[src/rtl/dcc_pkg.sv]
package dcc_pkg;

  // Fixed field widths of the stream items and the configuration register.
  localparam int CMD_W       = 2;
  localparam int NODE_W      = 4;
  localparam int CFG_W       = 5;
  localparam int IN_TDATA_W  = 8;
  localparam int IN_TUSER_W  = 2;
  localparam int OUT_TDATA_W = 8;
  localparam int OUT_TUSER_W = 1;

  localparam logic [CFG_W-1:0] NODE_COUNT_RESET = 5'd16;

  typedef enum logic [CMD_W-1:0] {
    CMD_CLEAR = 2'd0,
    CMD_ADD   = 2'd1,
    CMD_RUN   = 2'd2
  } cmd_t;

endpackage

[src/rtl/dfs_cycle_check_topo_order_unit.sv]
// Directed-graph cycle check with topological sort. Edges are loaded one transfer at a
// time into an adjacency memory (one row per source node); a clear command drops all
// edges by clearing the row-valid flags, and an add command steps through accept, row
// read and row write back. A run command performs a depth-first search over nodes 0 to
// the effective node count minus one, roots and successors in ascending index order,
// scanning one adjacency bit per cycle. Each node passes through a row fetch, the
// successor scan, a finish step, a stack pop and a second fetch of the parent's row;
// the single-bit scan of the registered adjacency row sets the run time before the
// first result. If an edge reaches a node still on the search path, the search stops,
// the parent chain is walked back through the parent memory (a check state and a wait
// state per node), and the cycle is delivered as node, target, then the path from the
// child of target down to node, all with tuser set. Otherwise every node is delivered
// in reverse postorder with tuser clear. The node and target of a cycle leave from
// successive emit states, each waiting for a free output slot; every other result
// passes through a stack read, then the output register, and tlast marks the final
// result of a run. The input is taken only while the block is idle, but a new transfer
// is accepted while the last result of a run still waits in the output register.
module dfs_cycle_check_topo_order_unit #(
  parameter int MAX_NODES = 16
) (
  input  logic                              clk,
  input  logic                              rst_n,
  // Configuration: node_count, written whenever cfg_wr_en is high.
  input  logic                              cfg_wr_en,
  input  logic [dcc_pkg::CFG_W-1:0]         cfg_wr_data,
  // Input stream.
  input  logic                              in_tvalid,
  output logic                              in_tready,
  input  logic [dcc_pkg::IN_TDATA_W-1:0]    in_tdata,   // [3:0] src_node, [7:4] dst_node
  input  logic [dcc_pkg::IN_TUSER_W-1:0]    in_tuser,   // [1:0] command
  // Result stream.
  output logic                              out_tvalid,
  input  logic                              out_tready,
  output logic [dcc_pkg::OUT_TDATA_W-1:0]   out_tdata,  // [3:0] node, [7:4] zero
  output logic [dcc_pkg::OUT_TUSER_W-1:0]   out_tuser,  // [0] has_cycle
  output logic                              out_tlast   // last
);
  import dcc_pkg::*;

  localparam int IDX_W = $clog2(MAX_NODES);
  localparam int CNT_W = $clog2(MAX_NODES + 1);
  localparam int CMP_W = (CNT_W > CFG_W) ? CNT_W : CFG_W;
  localparam int WK_W  = IDX_W + CNT_W;
  localparam logic [MAX_NODES-1:0] ROW_ONE = {{(MAX_NODES-1){1'b0}}, 1'b1};

  typedef enum logic [3:0] {
    ST_IDLE,
    ST_ADD_RD,
    ST_ADD_WR,
    ST_ROOT,
    ST_FETCH,
    ST_SCAN,
    ST_POP_WAIT,
    ST_CHAIN_CHK,
    ST_CHAIN_WAIT,
    ST_EMIT_N,
    ST_EMIT_T,
    ST_POP_RD,
    ST_POP_OUT
  } state_t;

  // Control and search registers.
  state_t                state_r, state_nxt;
  logic [CFG_W-1:0]      node_count_r;
  logic [MAX_NODES-1:0]  adj_vld_r, adj_vld_nxt;
  logic [MAX_NODES-1:0]  visited_r, visited_nxt;
  logic [MAX_NODES-1:0]  on_path_r, on_path_nxt;
  logic [IDX_W-1:0]      src_r, src_nxt;
  logic [IDX_W-1:0]      dst_r, dst_nxt;
  logic [CNT_W-1:0]      root_r, root_nxt;
  logic [IDX_W-1:0]      top_node_r, top_node_nxt;
  logic [CNT_W-1:0]      top_next_r, top_next_nxt;
  logic [CNT_W-1:0]      depth_r, depth_nxt;
  logic [CNT_W-1:0]      olen_r, olen_nxt;
  logic [IDX_W-1:0]      cyc_n_r, cyc_n_nxt;
  logic [IDX_W-1:0]      cyc_t_r, cyc_t_nxt;
  logic [IDX_W-1:0]      cur_r, cur_nxt;
  logic                  cyc_flag_r, cyc_flag_nxt;

  // Output register.
  logic                  out_tvalid_r, out_tvalid_nxt;
  logic [NODE_W-1:0]     out_node_r, out_node_nxt;
  logic                  out_cyc_r, out_cyc_nxt;
  logic                  out_last_r, out_last_nxt;

  // Memories: adjacency rows, parent links, search stack, finished-node stack.
  logic [MAX_NODES-1:0]  adj_mem [MAX_NODES];
  logic                  adj_we, adj_re;
  logic [IDX_W-1:0]      adj_waddr, adj_raddr;
  logic [MAX_NODES-1:0]  adj_wdata, adj_rdata_r;
  logic                  adj_rvld_r;

  logic [IDX_W-1:0]      par_mem [MAX_NODES];
  logic                  par_we, par_re;
  logic [IDX_W-1:0]      par_waddr, par_raddr, par_wdata, par_rdata_r;

  logic [WK_W-1:0]       wk_mem [MAX_NODES];
  logic                  wk_we, wk_re;
  logic [IDX_W-1:0]      wk_waddr, wk_raddr;
  logic [WK_W-1:0]       wk_wdata, wk_rdata_r;

  logic [IDX_W-1:0]      ord_mem [MAX_NODES];
  logic                  ord_we, ord_re;
  logic [IDX_W-1:0]      ord_waddr, ord_raddr, ord_wdata, ord_rdata_r;

  // Derived values.
  logic [CMP_W-1:0]      nc_ext;
  logic [CNT_W-1:0]      cnt;
  logic [IDX_W-1:0]      t_idx, root_idx;
  logic [CNT_W-1:0]      depth_m1, depth_m2, olen_m1, next_p1;
  logic                  row_bit;
  logic                  slot_free;
  logic                  in_xfer;
  logic                  edge_ok;
  logic [NODE_W-1:0]     in_src, in_dst;
  cmd_t                  in_cmd;

  // Effective node count: zero acts as one, values above MAX_NODES saturate.
  assign nc_ext = CMP_W'(node_count_r);
  always_comb begin
    if (nc_ext == '0) begin
      cnt = CNT_W'(1);
    end else if (nc_ext > CMP_W'(MAX_NODES)) begin
      cnt = CNT_W'(MAX_NODES);
    end else begin
      cnt = CNT_W'(nc_ext);
    end
  end

  assign in_src   = in_tdata[NODE_W-1:0];
  assign in_dst   = in_tdata[2*NODE_W-1:NODE_W];
  assign in_cmd   = cmd_t'(in_tuser);
  assign edge_ok  = (32'(in_src) < 32'(MAX_NODES)) && (32'(in_dst) < 32'(MAX_NODES));

  assign in_tready = (state_r == ST_IDLE);
  assign in_xfer   = in_tvalid && in_tready;

  assign t_idx     = top_next_r[IDX_W-1:0];
  assign root_idx  = root_r[IDX_W-1:0];
  assign depth_m1  = depth_r - CNT_W'(1);
  assign depth_m2  = depth_r - CNT_W'(2);
  assign olen_m1   = olen_r - CNT_W'(1);
  assign next_p1   = top_next_r + CNT_W'(1);
  // A row that was never written since the last clear reads as empty.
  assign row_bit   = adj_rvld_r && adj_rdata_r[t_idx];
  assign slot_free = !out_tvalid_r || out_tready;

  assign out_tvalid = out_tvalid_r;
  assign out_tdata  = OUT_TDATA_W'(out_node_r);
  assign out_tuser  = out_cyc_r;
  assign out_tlast  = out_last_r;

  always_comb begin
    state_nxt      = state_r;
    adj_vld_nxt    = adj_vld_r;
    visited_nxt    = visited_r;
    on_path_nxt    = on_path_r;
    src_nxt        = src_r;
    dst_nxt        = dst_r;
    root_nxt       = root_r;
    top_node_nxt   = top_node_r;
    top_next_nxt   = top_next_r;
    depth_nxt      = depth_r;
    olen_nxt       = olen_r;
    cyc_n_nxt      = cyc_n_r;
    cyc_t_nxt      = cyc_t_r;
    cur_nxt        = cur_r;
    cyc_flag_nxt   = cyc_flag_r;
    out_tvalid_nxt = out_tvalid_r && !out_tready;
    out_node_nxt   = out_node_r;
    out_cyc_nxt    = out_cyc_r;
    out_last_nxt   = out_last_r;

    adj_we = 1'b0;  adj_waddr = src_r;  adj_wdata = '0;
    adj_re = 1'b0;  adj_raddr = top_node_r;
    par_we = 1'b0;  par_waddr = t_idx;  par_wdata = top_node_r;
    par_re = 1'b0;  par_raddr = cur_r;
    wk_we  = 1'b0;  wk_waddr  = depth_m1[IDX_W-1:0];  wk_wdata = {top_node_r, next_p1};
    wk_re  = 1'b0;  wk_raddr  = depth_m2[IDX_W-1:0];
    ord_we = 1'b0;  ord_waddr = olen_r[IDX_W-1:0];    ord_wdata = top_node_r;
    ord_re = 1'b0;  ord_raddr = olen_m1[IDX_W-1:0];

    case (state_r)
      ST_IDLE: begin
        if (in_xfer) begin
          case (in_cmd)
            CMD_CLEAR: begin
              adj_vld_nxt = '0;
            end
            CMD_ADD: begin
              src_nxt = IDX_W'(in_src);
              dst_nxt = IDX_W'(in_dst);
              if (edge_ok) begin
                state_nxt = ST_ADD_RD;
              end
            end
            CMD_RUN: begin
              visited_nxt  = '0;
              on_path_nxt  = '0;
              root_nxt     = '0;
              olen_nxt     = '0;
              cyc_flag_nxt = 1'b0;
              state_nxt    = ST_ROOT;
            end
            default: begin
            end
          endcase
        end
      end

      ST_ADD_RD: begin
        adj_re    = 1'b1;
        adj_raddr = src_r;
        state_nxt = ST_ADD_WR;
      end

      ST_ADD_WR: begin
        adj_we      = 1'b1;
        adj_waddr   = src_r;
        adj_wdata   = (adj_rvld_r ? adj_rdata_r : '0) | (ROW_ONE << dst_r);
        adj_vld_nxt = adj_vld_r | (ROW_ONE << src_r);
        state_nxt   = ST_IDLE;
      end

      ST_ROOT: begin
        if (root_r >= cnt) begin
          // Search finished without a back edge: deliver the reverse postorder.
          state_nxt = ST_POP_RD;
        end else if (visited_r[root_idx]) begin
          root_nxt = root_r + CNT_W'(1);
        end else begin
          visited_nxt  = visited_r | (ROW_ONE << root_idx);
          on_path_nxt  = on_path_r | (ROW_ONE << root_idx);
          top_node_nxt = root_idx;
          top_next_nxt = '0;
          depth_nxt    = CNT_W'(1);
          state_nxt    = ST_FETCH;
        end
      end

      ST_FETCH: begin
        adj_re    = 1'b1;
        adj_raddr = top_node_r;
        state_nxt = ST_SCAN;
      end

      ST_SCAN: begin
        if (top_next_r >= cnt) begin
          // All successors done: the node is finished.
          ord_we      = 1'b1;
          olen_nxt    = olen_r + CNT_W'(1);
          on_path_nxt = on_path_r & ~(ROW_ONE << top_node_r);
          depth_nxt   = depth_m1;
          if (depth_r == CNT_W'(1)) begin
            root_nxt  = root_r + CNT_W'(1);
            state_nxt = ST_ROOT;
          end else begin
            wk_re     = 1'b1;
            state_nxt = ST_POP_WAIT;
          end
        end else begin
          top_next_nxt = next_p1;
          if (row_bit) begin
            if (!visited_r[t_idx]) begin
              // Descend: save the current frame, the successor becomes the top.
              par_we       = 1'b1;
              wk_we        = 1'b1;
              visited_nxt  = visited_r | (ROW_ONE << t_idx);
              on_path_nxt  = on_path_r | (ROW_ONE << t_idx);
              top_node_nxt = t_idx;
              top_next_nxt = '0;
              depth_nxt    = depth_r + CNT_W'(1);
              state_nxt    = ST_FETCH;
            end else if (on_path_r[t_idx]) begin
              cyc_n_nxt = top_node_r;
              cyc_t_nxt = t_idx;
              cur_nxt   = top_node_r;
              olen_nxt  = '0;
              state_nxt = ST_CHAIN_CHK;
            end
          end
        end
      end

      ST_POP_WAIT: begin
        top_node_nxt = wk_rdata_r[WK_W-1:CNT_W];
        top_next_nxt = wk_rdata_r[CNT_W-1:0];
        state_nxt    = ST_FETCH;
      end

      ST_CHAIN_CHK: begin
        if (cur_r == cyc_t_r) begin
          cyc_flag_nxt = 1'b1;
          state_nxt    = ST_EMIT_N;
        end else begin
          ord_we    = 1'b1;
          ord_wdata = cur_r;
          olen_nxt  = olen_r + CNT_W'(1);
          par_re    = 1'b1;
          par_raddr = cur_r;
          state_nxt = ST_CHAIN_WAIT;
        end
      end

      ST_CHAIN_WAIT: begin
        cur_nxt   = par_rdata_r;
        state_nxt = ST_CHAIN_CHK;
      end

      ST_EMIT_N: begin
        if (slot_free) begin
          out_tvalid_nxt = 1'b1;
          out_node_nxt   = NODE_W'(cyc_n_r);
          out_cyc_nxt    = 1'b1;
          out_last_nxt   = 1'b0;
          state_nxt      = ST_EMIT_T;
        end
      end

      ST_EMIT_T: begin
        if (slot_free) begin
          out_tvalid_nxt = 1'b1;
          out_node_nxt   = NODE_W'(cyc_t_r);
          out_cyc_nxt    = 1'b1;
          out_last_nxt   = (olen_r == '0);
          state_nxt      = (olen_r == '0) ? ST_IDLE : ST_POP_RD;
        end
      end

      ST_POP_RD: begin
        ord_re    = 1'b1;
        state_nxt = ST_POP_OUT;
      end

      ST_POP_OUT: begin
        if (slot_free) begin
          out_tvalid_nxt = 1'b1;
          out_node_nxt   = NODE_W'(ord_rdata_r);
          out_cyc_nxt    = cyc_flag_r;
          out_last_nxt   = (olen_r == CNT_W'(1));
          olen_nxt       = olen_m1;
          state_nxt      = (olen_r == CNT_W'(1)) ? ST_IDLE : ST_POP_RD;
        end
      end

      default: begin
        state_nxt = ST_IDLE;
      end
    endcase
  end

  // The FSM never reads an entry in the cycle it writes it, so the memories need no
  // forwarding: every stack and parent read follows its write by at least one state.
  always_ff @(posedge clk) begin
    if (adj_we) begin
      adj_mem[adj_waddr] <= adj_wdata;
    end
    if (adj_re) begin
      adj_rdata_r <= adj_mem[adj_raddr];
      adj_rvld_r  <= adj_vld_r[adj_raddr];
    end
  end

  always_ff @(posedge clk) begin
    if (par_we) begin
      par_mem[par_waddr] <= par_wdata;
    end
    if (par_re) begin
      par_rdata_r <= par_mem[par_raddr];
    end
  end

  always_ff @(posedge clk) begin
    if (wk_we) begin
      wk_mem[wk_waddr] <= wk_wdata;
    end
    if (wk_re) begin
      wk_rdata_r <= wk_mem[wk_raddr];
    end
  end

  always_ff @(posedge clk) begin
    if (ord_we) begin
      ord_mem[ord_waddr] <= ord_wdata;
    end
    if (ord_re) begin
      ord_rdata_r <= ord_mem[ord_raddr];
    end
  end

  always_ff @(posedge clk) begin
    if (!rst_n) begin
      state_r      <= ST_IDLE;
      node_count_r <= NODE_COUNT_RESET;
      adj_vld_r    <= '0;
      visited_r    <= '0;
      on_path_r    <= '0;
      out_tvalid_r <= 1'b0;
    end else begin
      state_r      <= state_nxt;
      if (cfg_wr_en) begin
        node_count_r <= cfg_wr_data;
      end
      adj_vld_r    <= adj_vld_nxt;
      visited_r    <= visited_nxt;
      on_path_r    <= on_path_nxt;
      out_tvalid_r <= out_tvalid_nxt;
    end
    src_r      <= src_nxt;
    dst_r      <= dst_nxt;
    root_r     <= root_nxt;
    top_node_r <= top_node_nxt;
    top_next_r <= top_next_nxt;
    depth_r    <= depth_nxt;
    olen_r     <= olen_nxt;
    cyc_n_r    <= cyc_n_nxt;
    cyc_t_r    <= cyc_t_nxt;
    cur_r      <= cur_nxt;
    cyc_flag_r <= cyc_flag_nxt;
    out_node_r <= out_node_nxt;
    out_cyc_r  <= out_cyc_nxt;
    out_last_r <= out_last_nxt;
  end

endmodule

[config.mk]
export PLATFORM = sky130hd
export DESIGN_NAME = dfs_cycle_check_topo_order_unit
export DESIGN_NICKNAME = d
export VERILOG_FILES = /design/src/rtl/dcc_pkg.sv /design/src/rtl/dfs_cycle_check_topo_order_unit.sv
export SDC_FILE = /design/constraint.sdc
export NUM_CORES = 1
export LEC_CHECK = 0
export ABC_AREA = 1
export BUFFER_PORTS_ARGS = -buffer_cell sky130_fd_sc_hd__buf_2
export CORE_MARGIN = 4
export CORE_UTILIZATION = 55
export DETAILED_ROUTE_END_ITERATION = 10
export PLACE_DENSITY_LB_ADDON = 0.1
export REMOVE_ABC_BUFFERS = 1
export SLEW_MARGIN = 5
export SYNTH_ARGS = -nofsm -noshare
export SYNTH_HDL_FRONTEND = slang
export SYNTH_SLANG_ARGS = --single-unit
[constraint.sdc]
create_clock -name clk -period 4.5 [get_ports clk]
set_clock_uncertainty 0.1 [all_clocks]
set_input_delay 0.225 -clock clk [delete_from_list [all_inputs] [get_ports clk]]
set_output_delay 0.225 -clock clk [all_outputs]
set_load 0.005 [all_outputs]
==> metrics.cfg <==
[yosys]
synth_top_area_frac=0.6259
synth.most_common_cell=edfxtp_1
yosysSeqAreaShare=0.6654
synthCells=2626
yosys.area.top_type=edfxtp_1
synth.ff_latch_count=671
synth-edff-count=613
synth_area_per_cell_um2=11.20
ys_types=55
syn_area_um2=29410
ys.flop_type=edfxtp_1
synth_area_leaders=edfxtp_1 63%, nor2_1 5.2%, o21ai_0 5.0%
ys_top_cells_by_count=613 x edfxtp_1, 409 x nor2_1, 336 x nand2_1
async_flop_share=0
yosysWarnings=0

[global_routing]
first_global_vias=19946
grt-ovfl-total=0
grt_max_degree=80
grt_first_pass_wirelength_mm=116.9
antenna_found_initial=0
track_usage=0.2642

[floorplan]
core_area_um2=52760
die-area_um2=57230
num_rows=84
die_h_um=239.2
initial_core_util=0.5574
die_w_um=239.2
pin_count=32

[sta]
period_minus_slack_ns=3.858
fin_crit_sh=0.8573
finalMaxSlewViolations=0
worst_pin_slew_ns=1.362
rsz0062_at_grt=no
finalHoldViolCount=0
slew_headroom=0.09176
fin_hold_ws_ns=0.03080
fin_tns_setup_ns=0
max_freq_mhz=259.2
finalSetupViolCount=0

[setup_path]
cp_cell_sequence=or4_1 > nand2_1 > nand2_1 > ha_1 > a21o_1 > a21oi_1 > nand2_1 > nor2_4 > o21ai_1 > nor2_2 > nand2_1 > nor2_1
cp_slowest_cell=nor2_1
path_max_fanout=9
r2r_setup_slack_ns=0.64
crit_top_cell=nand2_1
startpoint_type=flip-flop
worstPathArrival_ns=3.99
max_stage_delay_ns=0.65
required_ns=4.63
crit_type=flip-flop to flip-flop
end_kind=flip-flop

[power]
p_sw_mw=4.463
p_int_mw=11.54
leakage_nw=11.30
power_frac_seq=0.453
pwr_density_cell_nw_per_um2=485.2
p_sw_frac=0.2789
combinationalPowerShare=0.172
power_frac_clock=0.375
vdd_drop_max_mv=0.3669

[route]
drtPass1Iterations=8
ant_nets=0
drtIter0Drc=2446
wl_per_cell_um=22.17
totalWireLength_mm=75.53
num_vias=20865
viasPerCell=6.124
post-route-drc-count=0

[placed_design]
numPortBuffers=27
dpl.hpwl_mm=46.97
gp_congestion=0.9236

[clock_network]
cts_setup_buffers=0
cts.sinks=671
cts_hold_buffers=25
cts_tree=yes
ctsResizeCount=0
cts_buffers=71
htree_levels=3
cts.path.max_buffers=3
cts-root-buf=clkbuf_16
clk_pin_slew_ns=0.06
insertion_delay_ns=0.62

[final_layout]
final_nets=2723
diodes=0
fill_cells=4122
area_growth_pct=12.13
drive_gt1_frac=0.09746

[run_status]
status=finished, final reports clean

[job]
drv_cap=0

[hold_path]
holdCritPathClass=primary input to flip-flop

==> metal layers <==
metal  GRT usage  wire length [um]
met1      0.3707             31940
met2      0.4265             35730
met3     0.04260              5230
met4     0.09006              2622
met5           0                 0
==> critical path, delay by kind of cell (launching register included) <==
kind,cells,cell delay (ns)
AND/OR/NAND/NOR,8,2.31
AO/OA/AOI/OAI,3,0.45
flip-flops,1,0.32
adder cells (fa/ha/maj),1,0.30
==> power groups by stage <==
stage                     logic, mW  clock network [mW]  registers, mW
after global placement         2.65                   0           7.37
after global routing           3.05                6.36           7.27
final                          2.75                6.00           7.25
after detailed placement       2.69                   0           7.37
after CTS                      2.73                6.07           7.24
after floorplan                1.76                   0           7.35
==> final timing paths <==
check | startpoint | end | depth (start not counted)
setup / recovery | nc_ext[0]$_SDFFE_PN0P_ | wk_mem[10][8]$_DFFE_PP_ | 12
hold / removal | in_tuser[1] | dst_r[2]$_DFFE_PP_ | 3
hold reg to reg | adj_vld_r[1]$_SDFFE_PN0P_ | adj_vld_r[1]$_SDFFE_PN0P_ | 2
setup reg to reg | nc_ext[0]$_SDFFE_PN0P_ | wk_mem[10][8]$_DFFE_PP_ | 12
==> layout make-up <==
class | count | area, um^2 | area share
timing repair buffer | 110 | 845.8 | 0.02565
clock inverter | 26 | 390.4 | 0.01184
tap | 688 | 860.8 | 0.02611
clock buffer | 100 | 2001 | 0.06067
multi-input combinational | 1649 | 8693 | 0.2636
sequential | 671 | 19570 | 0.5934
inverter | 163 | 615.6 | 0.01867
==> state kept, by name (all words and copies together) (netlist names), 9 cells and up <==
signal	flops
ord_mem	64
visited_r	16
par_mem	64
wk_mem	144
adj_mem	256
on_path_r	16
adj_vld_r	16
wk_rdata_r	9
adj_rdata_r	16
==> logic make-up (layout without fill, tap and decap cells) <==
kind of cell | Yosys count | count (layout) | share of synthesized area
DFF | 671 | 671 | 0.6654
other | 1 | 4 | 0.0001275
xor gates and xnor gates | 15 | 15 | 0.004467
muxes | 22 | 22 | 0.007488
and+or+nand+nor | 951 | 951 | 0.1356
AOI/OAI and AO/OA | 620 | 620 | 0.1279
adders and majority gates | 37 | 37 | 0.01574
buffers and inverters | 309 | 399 | 0.04331
==> layout by cell type, fill, tap and decap left out, types with 14 or more instances in the layout <==
| cell | count |
|---|---|
| dfxtp_1 | 58 |
| dlygate4sd3_1 | 25 |
| edfxtp_1 | 613 |
| o22ai_1 | 34 |
| a21oi_1 | 102 |
| inv_2 | 16 |
| mux2i_1 | 22 |
| o21ai_0 | 291 |
| o211ai_1 | 45 |
| o21ai_1 | 14 |
| buf_2 | 27 |
| nand4_1 | 26 |
| buf_4 | 56 |
| inv_1 | 143 |
| clkbuf_16 | 75 |
| nand3_1 | 110 |
| nand2_1 | 335 |
| ha_1 | 37 |
| nor3_1 | 14 |
| clkbuf_1 | 22 |
| nor3_2 | 16 |
| nor2_1 | 409 |
| o221ai_1 | 97 |
| nor2_2 | 17 |
==> through the flow <==
step / utilization / cells / cell area (um^2) / setup WS (ns) / total power [mW]
detailed placement: 0.5748 / 3256 / 30330 / 0.6566 / 10.07
global route: 0.6250 / 3407 / 32980 / 0.3915 / 16.67
CTS: 0.6249 / 3407 / 32970 / 0.6632 / 16.04
global placement: 0.5748 / 3256 / 30330 / 0.7355 / 10.02
floorplan: - / 2483 / 28760 / -0.7311 / 9.102
finish: 0.6250 / 3407 / 32980 / 0.6421 / 16.00
No activity file was read; power rests on OpenSTA's default activity.
